**src/rtl/slbcs_pkg.sv**
```systemverilog
`timescale 1ns / 1ps
`default_nettype none
// ----------------------------------------------------------------------------
// slbcs_pkg
// Types, constants and blink pattern tables for the status LED sequencer.
// ----------------------------------------------------------------------------
package slbcs_pkg;

  localparam int unsigned PATTERN_STEPS = 11;
  localparam int unsigned STEP_W        = 4;
  localparam int unsigned GROUP_W       = 4;
  localparam int unsigned FLAG_W        = 8;

  localparam logic [GROUP_W-1:0] GAP_GROUP  = GROUP_W'(8);
  localparam logic [STEP_W-1:0]  LIT_STEPS  = STEP_W'(7);
  localparam logic [STEP_W-1:0]  STEP_LIMIT = STEP_W'(PATTERN_STEPS - 1);
  localparam logic [STEP_W-1:0]  GAP_LIMIT  = STEP_W'((PATTERN_STEPS - 1) / 2);

  typedef struct packed {
    logic [GROUP_W-1:0] group_index;
    logic [STEP_W-1:0]  step_count;
    logic               red;
    logic               green;
  } seq_state_t;

  typedef struct packed {
    logic red_on;
    logic green_on;
    logic pins_written;
  } seq_result_t;

  // bit k = LED lit on step k
  function automatic logic [7:0] red_mask(input logic [GROUP_W-1:0] grp);
    logic [7:0] m;
    case (grp)
      4'd1, 4'd2, 4'd3, 4'd4: m = 8'h55;
      4'd6, 4'd7:             m = 8'h7F;
      default:                m = 8'h00;
    endcase
    return m;
  endfunction

  function automatic logic [7:0] green_mask(input logic [GROUP_W-1:0] grp);
    logic [7:0] m;
    case (grp)
      4'd0, 4'd7: m = 8'h7F;
      4'd2:       m = 8'h44;
      4'd3:       m = 8'h50;
      4'd4, 4'd5: m = 8'h55;
      default:    m = 8'h00;
    endcase
    return m;
  endfunction

endpackage
`default_nettype wire

```
**src/rtl/status_led_blink_code_sequencer.sv**
```systemverilog
`timescale 1ns / 1ps
`default_nettype none
// ----------------------------------------------------------------------------
// status_led_blink_code_sequencer
// Blink-code sequencer for a red/green status LED pair.
//
// Input channel: one eight-bit status word per transfer (in_status_flags),
// one per LED update tick. Result channel: one result per input transfer,
// carrying the red and green levels and whether the pins were written.
// The result of a transfer appears in the output register on the next
// cycle. Throughput is one item per cycle while in_stall is low; the whole
// tick (group scan, pattern lookup, step advance) is one level of logic
// between the sequencer state and the output register.
// While the receiver stalls, the output register holds its result and the
// input is stalled only if that register is full and not being taken.
// Reset (synchronous, rst_n low) sets group and step to zero, both LEDs
// off and empties the output register. No clearing pass is needed.
// ----------------------------------------------------------------------------
module status_led_blink_code_sequencer (
  input  wire logic       clk,
  input  wire logic       rst_n,
  input  wire logic       in_valid,
  output      logic       in_stall,
  input  wire logic [7:0] in_status_flags,
  output      logic       out_valid,
  input  wire logic       out_stall,
  output      logic       out_red_on,
  output      logic       out_green_on,
  output      logic       out_pins_written
);

  slbcs_pkg::seq_state_t  state_r;
  slbcs_pkg::seq_state_t  state_nxt;
  slbcs_pkg::seq_result_t res_nxt;
  slbcs_pkg::seq_result_t res_r;
  logic                   out_valid_r;
  logic                   in_xfer;

  slbcs_step u_step (
    .status_flags (in_status_flags),
    .cur          (state_r),
    .nxt          (state_nxt),
    .res          (res_nxt)
  );

  assign in_stall = out_valid_r && out_stall;
  assign in_xfer  = in_valid && !in_stall;

  always_ff @(posedge clk) begin
    if (!rst_n) begin
      state_r     <= '0;
      out_valid_r <= 1'b0;
    end else begin
      if (in_xfer) begin
        state_r <= state_nxt;
      end
      if (in_xfer) begin
        out_valid_r <= 1'b1;
      end else if (!out_stall) begin
        out_valid_r <= 1'b0;
      end
    end
  end

  always_ff @(posedge clk) begin
    if (in_xfer) begin
      res_r <= res_nxt;
    end
  end

  assign out_valid        = out_valid_r;
  assign out_red_on       = res_r.red_on;
  assign out_green_on     = res_r.green_on;
  assign out_pins_written = res_r.pins_written;

endmodule
`default_nettype wire

```
**src/rtl/slbcs_step.sv**
```systemverilog
`timescale 1ns / 1ps
`default_nettype none
// ----------------------------------------------------------------------------
// slbcs_step
// One tick of the sequencer: group scan, pattern lookup and state advance.
// ----------------------------------------------------------------------------
module slbcs_step (
  input  wire logic [slbcs_pkg::FLAG_W-1:0] status_flags,
  input  wire slbcs_pkg::seq_state_t        cur,
  output slbcs_pkg::seq_state_t             nxt,
  output slbcs_pkg::seq_result_t            res
);

  logic [slbcs_pkg::FLAG_W-1:0]  cand;
  logic [slbcs_pkg::GROUP_W-1:0] taken;
  logic                          found;
  logic [slbcs_pkg::STEP_W-1:0]  s_eff;
  logic [slbcs_pkg::STEP_W-1:0]  s_inc;
  logic [slbcs_pkg::STEP_W-1:0]  limit;
  logic [7:0]                    rmask;
  logic [7:0]                    gmask;
  logic                          red;
  logic                          green;

  // flags at or above the current group
  always_comb begin
    for (int k = 0; k < slbcs_pkg::FLAG_W; k++) begin
      cand[k] = status_flags[k] && (slbcs_pkg::GROUP_W'(k) >= cur.group_index);
    end
  end

  // lowest candidate wins, gap when none
  always_comb begin
    taken = slbcs_pkg::GAP_GROUP;
    found = 1'b0;
    for (int k = 0; k < slbcs_pkg::FLAG_W; k++) begin
      if (cand[k] && !found) begin
        taken = slbcs_pkg::GROUP_W'(k);
        found = 1'b1;
      end
    end
  end

  always_comb begin
    s_eff = (cur.step_count >= slbcs_pkg::STEP_LIMIT) ? '0 : cur.step_count;
    rmask = slbcs_pkg::red_mask(taken);
    gmask = slbcs_pkg::green_mask(taken);
    red   = (s_eff < slbcs_pkg::LIT_STEPS) && rmask[s_eff[2:0]];
    green = (s_eff < slbcs_pkg::LIT_STEPS) && gmask[s_eff[2:0]];
    s_inc = s_eff + slbcs_pkg::STEP_W'(1);
    limit = (taken == slbcs_pkg::GAP_GROUP) ? slbcs_pkg::GAP_LIMIT : slbcs_pkg::STEP_LIMIT;

    if (cur.group_index > slbcs_pkg::GAP_GROUP) begin
      // wrap tick: back to group 0, pins untouched
      nxt.group_index  = '0;
      nxt.step_count   = '0;
      nxt.red          = cur.red;
      nxt.green        = cur.green;
      res.red_on       = cur.red;
      res.green_on     = cur.green;
      res.pins_written = 1'b0;
    end else begin
      nxt.group_index  = (s_inc >= limit) ? taken + slbcs_pkg::GROUP_W'(1) : taken;
      nxt.step_count   = s_inc;
      nxt.red          = red;
      nxt.green        = green;
      res.red_on       = red;
      res.green_on     = green;
      res.pins_written = 1'b1;
    end
  end

endmodule
`default_nettype wire

```
**config.mk**
```make
export PLATFORM = sky130hd
export DESIGN_NAME = status_led_blink_code_sequencer
export DESIGN_NICKNAME = d
export VERILOG_FILES = /design/src/rtl/slbcs_pkg.sv /design/src/rtl/status_led_blink_code_sequencer.sv /design/src/rtl/slbcs_step.sv
export SDC_FILE = /design/constraint.sdc
export NUM_CORES = 1
export LEC_CHECK = 0
export BUFFER_PORTS_ARGS = -buffer_cell sky130_fd_sc_hd__buf_2
export CORE_AREA = 2 2 50 63
export CTS_BUF_LIST = sky130_fd_sc_hd__clkbuf_4
export DETAILED_ROUTE_END_ITERATION = 12
export DIE_AREA = 0 0 52 65
export SYNTH_ARGS = -nofsm -noshare
export SYNTH_HDL_FRONTEND = slang
export SYNTH_SLANG_ARGS = --single-unit
```
**constraint.sdc**
```tcl
create_clock -name clk -period 7 [get_ports clk]
set_input_delay 1.05 -clock clk [delete_from_list [all_inputs] [get_ports clk]]
set_output_delay 1.05 -clock clk [all_outputs]
set_load 0.01 [all_outputs]
```
==> results of run 1 <==
[state kept, by name (all words and copies together), names as in the netlist]
name	count
out_green_on	1
out_pins_written	1
out_red_on	1
out_valid	1
state_r	10
[synthesized netlist by cell type, drive strengths merged, types with 3 or more instances]
cell    count  area share
a22oi       3       0.019
edfxtp      3       0.075
nor3        4       0.017
and2        3       0.016
a21oi       8       0.033
a21boi      5       0.031
nand2      13       0.041
nor2b       3       0.016
nor2        7       0.024
buf         4       0.027
ha         10        0.10
o22ai       3       0.016
inv        11       0.034
o21ai       8       0.036
nand3       9       0.038
dfxtp      11        0.18
[metrics by stage]
step | hold WS [ns] | instances
after floorplan | 0.448 | 140
after global placement | 0.462 | 187
after detailed placement | 0.477 | 187
after CTS | 0.490 | 191
after global routing | 0.526 | 191
final | 0.485 | 191
[cells by family (layout without fill, tap and decap cells)]
logic type | Yosys count | after routing | share of synthesized area
compound gates | 45 | 45 | 0.314
xor+xnor | 2 | 2 | 0.0146
fa+ha+maj | 10 | 10 | 0.104
buf+inv | 16 | 31 | 0.0646
flops | 14 | 14 | 0.259
simple gates | 53 | 53 | 0.244
[worst max-delay path, delay by kind of cell]
kind,cells,cell delay [ns]
buffers and inverters,2,0.22
AO/OA/AOI/OAI,4,1.03
AND/OR/NAND/NOR,5,1.20
adder cells (fa/ha/maj),2,0.52
[routing by layer]
metal	vias to the layer above	global-route usage	wire length, um
met4	0	0.0625	68
met5	-	0	0
li1	553	-	-
met3	6	0.0346	62
met1	524	0.214	1110
met2	21	0.347	1440
[cell usage in the layout (no fill, tap or decap), types with 2 or more instances in the layout]
cell / n
clkbuf_4: 3
o21a_1: 2
ha_1: 10
nor2_1: 6
nand3_1: 9
nand2_1: 13
dfxtp_1: 11
nor2b_1: 3
buf_2: 16
o22ai_1: 3
and2_1: 3
edfxtp_1: 3
o21ai_0: 5
or3_1: 2
a22oi_1: 3
a21boi_0: 4
o21ai_1: 2
nand3b_1: 2
a211oi_1: 2
a21oi_1: 8
nor3_1: 4
inv_1: 11
and3_1: 2
[how the worst max path moves through the flow]
stage                      end
global route        state_r[9]
CTS                 state_r[9]
detailed placement  state_r[9]
global placement    state_r[9]
finish              state_r[9]
floorplan           state_r[9]
[final cells by class]
type,count,area [um2],area share
Timing Repair Buffer,16,80.1,0.0609
Inverter,11,41.3,0.0314
Sequential cell,14,310,0.236
Tap cell,36,45.0,0.0343
Clock buffer,3,22.5,0.0171
Multi-Input combinational cell,110,812,0.618
Clock inverter,1,3.75,0.00285
[power breakdown]
part | total (mW) | switching [mW] | internal [mW]
sequential | 0.0934 | 0.00536 | 0.0880
clock | 0.0468 | 0.0262 | 0.0207
combinational | 0.0552 | 0.0309 | 0.0243
==> metrics, run 1 <==
Reg2Reg Launch Point state_r[7]; Post-Route WL 2680 um; number of standard cells after synthesis 140; Netlist cell types 51; Final Instance Area 0.00132 mm2; clk slew on worst S/H paths 0.09 ns; row cnt 22; vias in the first global route 1129; Critical Path AT 4.04 ns; Finished Core Util 0.464; Final Hold Fails 0; Synth Register Bits 14; Max IR drop VDD 0.127 mV; Power, Total 0.195 mW; initial antenna violation count 0; fillers 274; Bufs on Longest Clock Path 2; Crit path required time 7.23 ns; number of routed nets with antenna violations 0; RD Place Congestion 0.896; die area 0.00338 mm2; Min-Delay Endpoint state_r[1]; RSZ-0062 raised after global routing false; # DRC 0; cts repair resizes 0; grt total ovfl 0; ratio of cells with drive above 1 in the final layout 0.181; fin crit period 3.81 ns; worst-skew pair later-pin latency 0.28 ns; Worst Slack Setup Final 3.19 ns; hold path depth 2; first-pass GRT wire length 4900 um; r2r endpoint state_r[9]; yosys warns 0; CTS tree done; Die Wd 52 um; Place WS 2.93 ns; WL/cell 14.0 um; Post CTS Setup Buffer Count 0; total track usage 0.190; Post-Syn Area 0.00120 mm2; DR vias 1104; Post-DP Area 0.00129 mm2; CTS Root Cell clkbuf_4; Die Y 65 um; CP endpoint kind register; largest net degree at the start of global routing 14; Initial DRC Count 38; Final TNS setup 0 ns; CP peak stage delay 0.50 ns; Final Net Count 178; vias per inst 5.78; first drt pass iteration count 4; Worst Hold Class reg2reg; P_leak 0.557 nW; crit-path max FO 5; Setup crit start in_status_flags[5]; placeable core area 0.00284 mm2; syn_area_per_cell 8.57 um2; startpoint types input pin; Max Slew Vio Count 0; Seq/Total Area, Yosys 0.259; H-tree depth 1; I/O pin count 17; final setup vio count 0; cts hold-fix bufs 0; status finished clean; ant diodes 0; ys flop type dfxtp_1; final worst-path cycle share 0.544; worst slew pin tran 0.560 ns; PortBufs 16; clock sink count 14; Initial Utilization 0.423; max cap viols 0; FFs w/ async S/R, synth 0; area added between synthesis and finish 9.59%; Pwr Density 149 mW/mm2; fmax 0.263 GHz; total CTS buffers 3; Synth Net Count 162; Final HPWL DP 2120 um; Slowest cell on crit path a211oi_1; critical path type in2reg; Post-synth EDFFs 3; Slew Limit Headroom 0.617; r2r setup slk 3.48 ns; crit-path cells buf_2 > nand3b_1 > and2_1 > or3_1 > o22ai_1 > inv_1 > ha_1 > and2_1 > ha_1 > o21ai_0 > a211oi_1 > nor4b_1 > o211a_1; Worst Skew 0.00714 ns; hold_sp state_r[1]; R2R cell count 12
Note: power is estimated with default switching activity, not from simulation.
==> inputs of run 2 (changes only) <==
Settings changed: PLACE_DENSITY from default to 0.65.
Clock period 7 ns to 3.29 ns, I/O delays scaled along.
==> run 2 against run 1 <==
- hold slack worse by 0.035 ns
- count of clock-buffer cells in the layout stayed put
- largest power group unchanged
- largest cell class unchanged
- combinational power is 130% higher
- global-route usage is 0.66 points lower
- critical path depth stayed put
- die area stayed put
- power is 120% higher
- setup slack worse by 2.9 ns
- critical endpoint unchanged
==> metrics, run 2 (synthesis results as in run 1) <==
total track usage 0.183 (was 0.190); max FFs per register 10 (unchanged); DR vias 1114 (was 1104); Worst Skew 0.000779 ns (was 0.00714 ns); Final HPWL DP 2160 um (was 2120 um); area added between synthesis and finish 15.4% (was 9.59%); fin crit period 3.02 ns; Critical path buffers and inverters 2 (unchanged); ant diodes 0 (unchanged); Post-Route WL 2710 um (was 2680 um); cts hold-fix bufs 0 (unchanged); Max Slew Vio Count 0 (unchanged); Combinational Power Share 0.305 (was 0.282); I/O pin count 17 (unchanged); most common cell after layout, fill and taps aside buf_2 (unchanged); Critical Path AT 3.24 ns (was 4.04 ns); Final Hold Fails 0 (unchanged); H-tree depth 1 (unchanged); vias per inst 5.60 (was 5.78); Final Net Count 186 (was 178); P_leak 0.600 nW (was 0.557 nW); non-filler cells, final 199 (was 191); max cap viols 0 (unchanged); clk slew on worst S/H paths 0.08 ns (was 0.09 ns); fmax 0.331 GHz; clock share of power 0.228 (was 0.240); Biggest register state_r (unchanged); CP delay by family, top simple AND/OR/NAND/NOR gates (unchanged); Sw Share 0.315 (was 0.319); Crit path required time 3.51 ns (was 7.23 ns); Initial DRC Count 32 (was 38); Internal 0.290 mW (was 0.133 mW); startpoint types register (was input pin); Reg2Reg Launch Point state_r[8] (was state_r[7]); worst-skew pair later-pin latency 0.27 ns (was 0.28 ns); CTS Root Cell clkbuf_4 (unchanged); RSZ-0062 raised after global routing false (unchanged); first drt pass iteration count 4 (unchanged); CTS tree done (unchanged); sequential power share 0.467 (was 0.478); Slowest cell on crit path dfxtp_1 (was a211oi_1); Final TNS setup 0 ns (unchanged); Pwr Density 305 mW/mm2 (was 149 mW/mm2); r2r setup slk 0.27 ns (was 3.48 ns); grt total ovfl 0 (unchanged); Finished Core Util 0.489 (was 0.464); final setup vio count 0 (unchanged); Initial Utilization 0.423 (unchanged); clock sink count 14 (unchanged); cts repair resizes 0 (unchanged); Setup crit start state_r[8] (was in_status_flags[5]); Bufs on Longest Clock Path 2 (unchanged); largest net degree at the start of global routing 13 (was 14); commonest cells after routing, fill and taps aside 16 x buf_2, 13 x nand2_1, 11 x inv_1 (was 16 x buf_2, 13 x nand2_1, 11 x inv_1, 11 x dfxtp_1, 10 x ha_1); Sw Pwr 0.133 mW (was 0.0624 mW); placed cell count 195 (was 187); Die Y 65 um (unchanged); ratio of cells with drive above 1 in the final layout 0.239 (was 0.181); Crit path depth 13 (unchanged); RD Place Congestion 0.859 (was 0.896); CP peak stage delay 0.47 ns (was 0.50 ns); Worst Hold Class in2reg (was reg2reg); WL/cell 13.6 um (was 14.0 um); total CTS buffers 3 (unchanged); vias in the first global route 1157 (was 1129); Slew Limit Headroom 0.685 (was 0.617); first-pass GRT wire length 4830 um (was 4900 um); row cnt 22 (unchanged); number of routed nets with antenna violations 0 (unchanged); PortBufs 16 (unchanged); Post CTS Setup Buffer Count 0 (unchanged); die area 0.00338 mm2 (unchanged); status finished clean (unchanged); worst setup path end state_r[9] (unchanged); r2r endpoint state_r[9] (unchanged); initial antenna violation count 0 (unchanged); CP endpoint kind register (unchanged); R2R cell count 13 (was 12); worst slew pin tran 0.472 ns (was 0.560 ns); hold path depth 2 (unchanged); Max IR drop VDD 0.356 mV (was 0.127 mV); crit-path cells a2bb2oi_1 > and2_1 > or3_1 > o22ai_2 > inv_1 > ha_1 > and2_1 > ha_1 > o21ai_0 > a211oi_1 > buf_4 > nor4b_1 > o211a_1 (was buf_2 > nand3b_1 > and2_1 > or3_1 > o22ai_1 > inv_1 > ha_1 > and2_1 > ha_1 > o21ai_0 > a211oi_1 > nor4b_1 > o211a_1); # DRC 0 (unchanged); Die Wd 52 um (unchanged); placeable core area 0.00284 mm2 (unchanged); critical path type reg2reg (was in2reg); final worst-path cycle share 0.917; crit-path max FO 8 (was 5)
## run 2: cell count changes in the layout (fill, tap and decap cells not counted), sizes merged
| cell | change |
|---|---|
| buf | +8 |
## run 2: worst reg2reg max path, delay by kind of cell, from the launching register on
kind / cells / cell delay (ns)
AOI/OAI and AO/OA: 5 / 0.80
DFF: 1 / 0.47
buffers and inverters: 2 / 0.25
and+or+nand+nor: 4 / 0.97
adders and majority gates: 2 / 0.48
## run 2: worst min path at each step
stage | start | to | slack [ns]
global route | in_valid | out_valid | 0.46
CTS | in_valid | out_valid | 0.44
floorplan | state_r[1] | state_r[1] | 0.45
detailed placement | state_r[1] | state_r[1] | 0.47
finish | in_valid | out_valid | 0.45
global placement | state_r[1] | state_r[1] | 0.46
## run 2: routing by layer
layer / wire (um) / vias to the layer above / global-route usage
li1: - / 569 / -
met1: 1120 / 521 / 0.201
met2: 1500 / 22 / 0.348
met3: 83 / 2 / 0.0346
met4: 8 / 0 / 0.0428
met5: 0 / - / 0
## run 2: power by group through the flow
stage                     combinational (mW)  sequential, mW  clock [mW]
after floorplan                       0.0908           0.198           0
after global placement                 0.122           0.200           0
after detailed placement               0.127           0.201           0
after CTS                              0.128           0.197       0.102
after global routing                   0.145           0.199       0.109
final                                  0.129           0.198      0.0966
## run 2: layout make-up
class	count	area, um2
Clock buffer	3	22.5
Clock inverter	1	3.75
Fill cell	281	1450
Inverter	11	41.3
Multi-Input combinational cell	110	820
Sequential cell	14	313
Tap cell	36	45.0
Timing Repair Buffer	24	140
## run 2: through the flow
step	setup slack (ns)	power (mW)	hold WS (ns)	cell area, um2
after global routing	0.0619	0.453	0.460	1390
after CTS	0.149	0.427	0.441	1380
after detailed placement	0.0926	0.328	0.471	1350
after floorplan	0.320	0.289	0.448	1200
final	0.272	0.423	0.450	1390
after global placement	0.156	0.323	0.461	1350
